===== config.mk =====
export PLATFORM = sky130hd
export DESIGN_NAME = gsk_lane
export DESIGN_NICKNAME = d
export VERILOG_FILES = /design/src/design/gsk_pkg.sv /design/src/design/gsk_lane.sv
export SDC_FILE = /design/constraint.sdc
export NUM_CORES = 1
export LEC_CHECK = 0
export BUFFER_PORTS_ARGS = -buffer_cell sky130_fd_sc_hd__buf_2
export CORE_MARGIN = 5
export CORE_UTILIZATION = 56
export CTS_CLUSTER_SIZE = 30
export DETAILED_ROUTE_END_ITERATION = 16
export PLACE_DENSITY = 0.83
export SLEW_MARGIN = 0
export SYNTH_ARGS = -nofsm -noshare
export SYNTH_HDL_FRONTEND = slang
export SYNTH_SLANG_ARGS = --single-unit

===== constraint.sdc =====
create_clock -name clk -period 5.25 [get_ports clk]
set_input_delay 0.525 -clock clk [delete_from_list [all_inputs] [get_ports clk]]
set_output_delay 0.525 -clock clk [all_outputs]
set_load 0.01 [all_outputs]

===== src/design/gsk_pkg.sv =====
// gsk_pkg: shared constants, types and helpers for the gap similarity k-mer check
// used by every file of the block; depends on nothing

package gsk_pkg;

  localparam int KMER_LEN  = 5;
  localparam int GAP_CAP   = 4096;
  localparam int LEN_BITS  = 24;
  localparam int BASE_BITS = 8;
  localparam int CFG_BITS  = 13;
  localparam int CNT_BITS  = 13;
  localparam int CFG_RESET = 4096;

  localparam logic [CNT_BITS-1:0] CNT_MAX = '1;

  localparam logic [1:0] DEC_NONE = 2'd0;
  localparam logic [1:0] DEC_DIAG = 2'd1;
  localparam logic [1:0] DEC_KMER = 2'd2;

  localparam logic [2:0] CODE_A = 3'd0;
  localparam logic [2:0] CODE_C = 3'd1;
  localparam logic [2:0] CODE_G = 3'd2;
  localparam logic [2:0] CODE_T = 3'd3;
  localparam logic [2:0] CODE_N = 3'd4;

  typedef enum logic [2:0] {
    ST_IDLE,
    ST_READ,
    ST_UPD,
    ST_DECIDE,
    ST_CLEAR
  } state_t;

  typedef struct packed {
    logic upd;
    logic clr;
  } merge_ctl_t;

  function automatic logic [2:0] base_code(input logic [BASE_BITS-1:0] ch);
    logic [2:0] c;
    case (ch)
      8'h41, 8'h61: c = CODE_A;
      8'h43, 8'h63: c = CODE_C;
      8'h47, 8'h67: c = CODE_G;
      8'h54, 8'h74: c = CODE_T;
      default:      c = CODE_N;
    endcase
    return c;
  endfunction

endpackage


===== src/design/gsk_lane.sv =====
// gsk_lane: one sequence side - length, rolling 2-bit window and run of ACGT bases
// depends on gsk_pkg

module gsk_lane #(
  parameter int KMER_LEN = gsk_pkg::KMER_LEN,
  parameter int LEN_BITS = gsk_pkg::LEN_BITS
) (
  input  logic                  clk,
  input  logic                  rst_n,
  input  logic                  accept,
  input  logic                  clear,
  input  logic                  base_valid,
  input  logic [2:0]            code,
  output logic [LEN_BITS-1:0]   len,
  output logic                  kmer_fire,
  output logic [2*KMER_LEN-1:0] kmer_id
);

  localparam int IW    = 2 * KMER_LEN;
  localparam int RUN_W = $clog2(KMER_LEN + 1);
  localparam logic [RUN_W-1:0] RUN_FULL = RUN_W'(KMER_LEN);

  logic [LEN_BITS-1:0] len_r, len_nxt;
  logic [IW-1:0]       win_r, win_nxt;
  logic [RUN_W-1:0]    run_r, run_nxt;
  logic                fire_r, fire_nxt;
  logic                acgt;

  assign acgt = (code != gsk_pkg::CODE_N);

  always_comb begin
    len_nxt  = len_r;
    win_nxt  = win_r;
    run_nxt  = run_r;
    fire_nxt = fire_r;
    if (accept) begin
      fire_nxt = 1'b0;
      if (base_valid) begin
        if (len_r != '1) len_nxt = len_r + 1'b1;
        if (acgt) begin
          win_nxt = {win_r[IW-3:0], code[1:0]};
          run_nxt = (run_r < RUN_FULL) ? run_r + 1'b1 : RUN_FULL;
          fire_nxt = (run_nxt == RUN_FULL);
        end else begin
          run_nxt = '0;
        end
      end
    end
  end

  always_ff @(posedge clk) begin
    if (!rst_n || clear) begin
      len_r  <= '0;
      win_r  <= '0;
      run_r  <= '0;
      fire_r <= 1'b0;
    end else begin
      len_r  <= len_nxt;
      win_r  <= win_nxt;
      run_r  <= run_nxt;
      fire_r <= fire_nxt;
    end
  end

  assign len       = len_r;
  assign kmer_fire = fire_r;
  assign kmer_id   = win_r;

endmodule


==> results.ini, run 1 <==
[power_and_ir_drop]
powerDensity_nw_per_um2=244.2
vdd_drop_max_mv=0.2308
p_clk_share_pct=38.9
p_int_mw=0.3939
switching_share_pct=22.11
p_leak_nw=0.7993
p_comb_share_pct=3.7
p_seq_share_pct=57.4
switchingPower_mw=0.1118

[worst_setup_path]
worst-endpoint-arrival_ps=2460
critical_path_class=reg2reg
worst-path-max-fanout=10
r2r-start=len[7]$_SDFFE_PP0P_
reg2regPathDepth=5
worstPathRequired_ps=5530
ff2ff_setup_slack_ps=3070
critPathLaunchType=flip-flop
r2r-end=len[19]$_SDFFE_PP0P_
end_kind=flip-flop

[sta]
fmax_mhz=458.8
hold_violations=0
period_share_pct=41.51
setup_viol=0
drv_slew=0
max_slew_margin_pct=45.95
rsz0062_at_grt=no
setup_tns_ps=0
fin_skew_ps=4.192
period_minus_slack_ps=2179
worstMarginPinSlew_ps=807.7

[yosys]
yosys_warnings=0
yosysUniqueCellTypes=41
synth_edf_count=0
synthArstFlopShare_pct=0
avgSynthCellArea_sq_um=8.420
ys_seq_area_share_pct=42.82
synth_area_sq_um=1777
synthCells=211
synth_nets=221
synthFlopType=dfxtp_1
ys_ff_latch=38

[cts]
cts_tree=built
cts_sinks=38
cts_setup_buffers=0
cts-root-buf=clkbuf_4
post_cts_resized=0
h-tree-depth=2
cts.path.max_buffers=2
cts_buffers=5
clock_latency_ps=340
clkSlewWorstSetupHoldPaths_ps=110
cts_hold_buf=0

[layout]
multi_input_area_sq_um=955.9
fin_nets=261
antenna_cells=0
ff_latch_area_sq_um=760.7
fill_cells=281
drive_gt1_share_pct=25.79
fin_util_pct=67.83
synthToLayoutAreaGrowth_pct=16.55

[drt]
vias_per_cell=5.578
drt-initial-drc-count=133
wire_per_inst_um=12.99
ant_nets=0
drc=0
routed_wl_um=3844
dr.pass1.iters=7
vias=1651

[die]
initial_core_util_pct=58.20
io_pins=43
die_area_sq_um=4399
rows=20
die_h_um=66.33
dieWidth_um=66.33
core_sq_um=3053

[global_routing]
grt_pass1_vias=1439
grtUsageTotal_pct=17.95
antenna_found_initial=0
grt_max_degree=36
grt_pass1_wl_um=6210
overflow=0

[job]
drv_cap=0

[placement]
hpwl_um=2723
io_buffers=42
place_congestion=0.7690

[status]
status=completed

[worst_hold_path]
min-delay-path-class=in2reg
worstHoldStart=code[1]
worstHoldPathCells=3
hold_end=kmer_id[1]$_SDFFE_PP0P_

critical path, cell delays in order (launching register included):
cell and delay [ps]:
dfxtp_1 450, nand4_4 180, nor4_1 550, nand4_1 320, or3_2 480, a21oi_1 140
final cells by class:
cell class / count / area share (%)
Clock buffer: 5 / 1.813
Tap cell: 44 / 2.659
Inverter: 3 / 0.5438
Clock inverter: 3 / 1.934
Sequential cell: 38 / 36.74
Multi-Input combinational cell: 161 / 46.16
Timing Repair Buffer: 42 / 10.15
metrics by stage:
step                hold WS [ps]  setup WS [ps]  area (sq um)  instances  total power [mW]
finish                     440.5           3071          2071        296            0.5056
global route               463.4           2897          2071        296            0.5225
CTS                        434.2           3067          2071        296            0.5078
detailed placement         446.5           3116          1993        288            0.3152
global placement           439.3           3170          1993        288            0.3150
floorplan                  480.5           3346          1777        211            0.3093
layer usage:
metal / vias to the layer above / global-route usage, % / routed length [um] / share of wire (%)
met3: 7 / 4.592 / 246 / 6.4
met5: - / 0 / 0 / 0
li1: 832 / - / - / -
met2: 50 / 26.64 / 1643 / 43
met1: 762 / 24.40 / 1888 / 49
met4: 0 / 7.614 / 66 / 1.7
cell families after synthesis:
logic type	Yosys count	share of synthesized area, %
and+or+nand+nor	99	30.21
buffers and inverters	12	3.380
muxes	1	0.5634
adders and majority gates	2	1.408
DFF	38	42.82
xor gates and xnor gates	12	5.916
AOI/OAI and AO/OA	47	15.70
worst max path at each step:
stage                        startpoint              endpoint
finish              len[7]$_SDFFE_PP0P_  len[19]$_SDFFE_PP0P_
global route        len[7]$_SDFFE_PP0P_  len[21]$_SDFFE_PP0P_
CTS                 len[7]$_SDFFE_PP0P_  len[21]$_SDFFE_PP0P_
detailed placement  len[7]$_SDFFE_PP0P_   len[9]$_SDFFE_PP0P_
global placement    len[5]$_SDFFE_PP0P_   len[9]$_SDFFE_PP0P_
floorplan           len[5]$_SDFFE_PP0P_  len[20]$_SDFFE_PP0P_
flip-flops by register name, indices dropped and copies added (netlist names):
register,cells
run_r,3
kmer_id,10
len,24
kmer_fire,1
cell usage after synthesis, drive strengths merged (3+ instances only):
cell    instances  area, sq um
nor4            4        46.29
a32oi           3        26.28
inv             3        11.26
or3             7        47.54
nand4           7        58.81
nor2           23        86.33
o21ai          14        70.06
xnor2           3        26.28
and3            4        27.52
dfxtp          38        760.7
nor3            4        20.02
and2            4        26.28
clkbuf          7        26.28
nand3           9        45.04
o211ai          4        30.03
nand2          27        101.4
xor2            9        78.83
a21oi          19        95.09
power groups by stage:
stage	registers [mW]	clock network (mW)	logic, mW
after CTS	0.290	0.199	0.0185
final	0.290	0.197	0.0186
after detailed placement	0.297	0	0.0185
after floorplan	0.297	0	0.0123
after global placement	0.297	0	0.0183
after global routing	0.291	0.212	0.0203
cell usage in the layout, fill, tap and decap left out, types with 4 or more instances in the layout:
cell type and count:
o21ai_0 13, nand2_1 27, o211ai_1 4, buf_2 42, xor2_1 9, nor3_1 4, nand4_1 6, nor2_1 23
clkbuf_4 5, dfxtp_1 38, nand3_1 9, a21oi_1 19, or3_1 4
No activity file was read; power rests on OpenSTA's default activity.
==> run 2: changes to the inputs <==
--- a/config.mk
+++ b/config.mk
@@ -7,10 +7,10 @@
 export LEC_CHECK = 0
 export BUFFER_PORTS_ARGS = -buffer_cell sky130_fd_sc_hd__buf_2
 export CORE_MARGIN = 5
-export CORE_UTILIZATION = 56
+export CORE_UTILIZATION = 52
 export CTS_CLUSTER_SIZE = 30
 export DETAILED_ROUTE_END_ITERATION = 16
-export PLACE_DENSITY = 0.83
+export PLACE_DENSITY = 0.78
 export SLEW_MARGIN = 0
 export SYNTH_ARGS = -nofsm -noshare
 export SYNTH_HDL_FRONTEND = slang
==> constraint.sdc (replaced) <==
create_clock -name clk -period 2.05 [get_ports clk]
set_input_delay 0.205 -clock clk [delete_from_list [all_inputs] [get_ports clk]]
set_output_delay 0.205 -clock clk [all_outputs]
set_load 0.01 [all_outputs]
==> results.ini, run 2 (synthesized netlist as in run 1, its figures left out) <==
[cts]
cts_tree=built
cts.path.max_buffers=2
cts_sinks=38
clkSlewWorstSetupHoldPaths_ps=120
clock_latency_ps=360
cts-root-buf=clkbuf_4
cts_hold_buf=0
cts_buffers=5
h-tree-depth=2

[sta]
hold_violations=0
setup_viol=0
period_share_pct=96.82
max_slew_margin_pct=57.16
period_minus_slack_ps=1985
drv_slew=0
fmax_mhz=503.8
fin_skew_ps=13.16
worstMarginPinSlew_ps=642.6
fin_ws_ps=65.20

[die]
rows=21
die_h_um=68.45
core_sq_um=3311
dieWidth_um=68.45
die_area_sq_um=4685
io_pins=43
initial_core_util_pct=53.67

[layout]
final_cell_mix=42 x buf_2, 35 x dfxtp_1, 26 x nand2_1, 23 x nor2_1, 19 x a21oi_1
fin_nets=270
antenna_cells=0
layout_commonest_cell=buf_2
fin_util_pct=64.55
drive_gt1_share_pct=29.89
synthToLayoutAreaGrowth_pct=20.28
largest_reg_flops=24

[worst_setup_path]
path_cells=nand2_1 > or4_2 > o211ai_1 > xor2_1 > nor2_1
critical_path_class=reg2reg
worst-endpoint-arrival_ps=2220
cpMaxStageDelayCell=or4_2
worst_path_largest_cell_delay_ps=730
cp_num_buf_inv=0
worst-path-max-fanout=6
critPathLaunchType=flip-flop
critPathTopFamily=simple AND/OR/NAND/NOR gates
end_kind=flip-flop
worstPathRequired_ps=2280

[drt]
vias_per_cell=5.482
drt-initial-drc-count=136
wire_per_inst_um=13.36
dr.pass1.iters=4
drc=0
routed_wl_um=4101
vias=1683
ant_nets=0

[status]
status=completed

[power_and_ir_drop]
powerDensity_nw_per_um2=564.3
vdd_drop_max_mv=0.3963
p_leak_nw=0.8325

[global_routing]
grt_max_degree=36
grt_pass1_wl_um=6589
grt_pass1_vias=1476
grtUsageTotal_pct=18.87
overflow=0
antenna_found_initial=0

[worst_hold_path]
min-delay-path-class=in2reg

[job]
drv_cap=0

[placement]
hpwl_um=2828
place_congestion=0.8930
io_buffers=42
dp_worst_setup_slack_ps=91.52

## run 2: worst paths after layout
path | from | endpoint | slack (ps) | cells past startpoint
worst max-delay path | len[11]$_SDFFE_PP0P_ | len[7]$_SDFFE_PP0P_ | 70 | 5
worst min-delay path | code[0] | kmer_id[0]$_SDFFE_PP0P_ | 130 | 3
worst max register to register | len[11]$_SDFFE_PP0P_ | len[7]$_SDFFE_PP0P_ | 70 | 5
worst min register to register | kmer_id[9]$_SDFFE_PP0P_ | kmer_id[9]$_SDFFE_PP0P_ | 460 | 2
## run 2: through the flow
stage	std cells	total power, mW	hold WS, ps	cell area (sq um)	TNS (ps)
final	307	1.206	125.2	2137	0
after floorplan	211	0.7921	370.7	1777	0
after global routing	307	1.251	144.9	2137	-1.620
after CTS	305	1.217	114.9	2108	0
after global placement	297	0.8083	441.2	2048	0
after detailed placement	297	0.8091	447.4	2048	0
## run 2: layer usage
layer  GRT usage, %  wire (um)  share of wire [%]  up-vias
met5              0          0                  0        -
met4          11.91         89                2.2        0
met3          4.598        294                7.2        8
met2          27.06       1708                 42       51
met1          25.03       2010                 49      771
li1               -          -                  -      853
## run 2: area by class of cell
| type | count | area (sq um) |
|---|---|---|
| clock inverters | 1 | 5.005 |
| fillers | 301 | 1174 |
| multi-input cells | 162 | 973.4 |
| clock buffers | 7 | 55.05 |
| flip-flops and latches | 38 | 764.5 |
| well taps | 46 | 57.56 |
| repair buffers | 50 | 270.3 |
| inverters | 3 | 11.26 |
## run 2: worst min-delay path: stages
cell	delay, ps
buf_2	90
a32oi_1	80
nor2_1	70
## run 2: what timing repair did
action	in CTS	in global routing
gates resized for setup	0	5
setup buffers	0	1
setup endpoints to repair	0	10
## run 2: power by group
part,total (mW),switching (mW),internal [mW]
Clock,0.414,0.247,0.166
Combinational,0.0490,0.0323,0.0167
Sequential,0.743,0.00287,0.740
Total,1.21,0.283,0.923
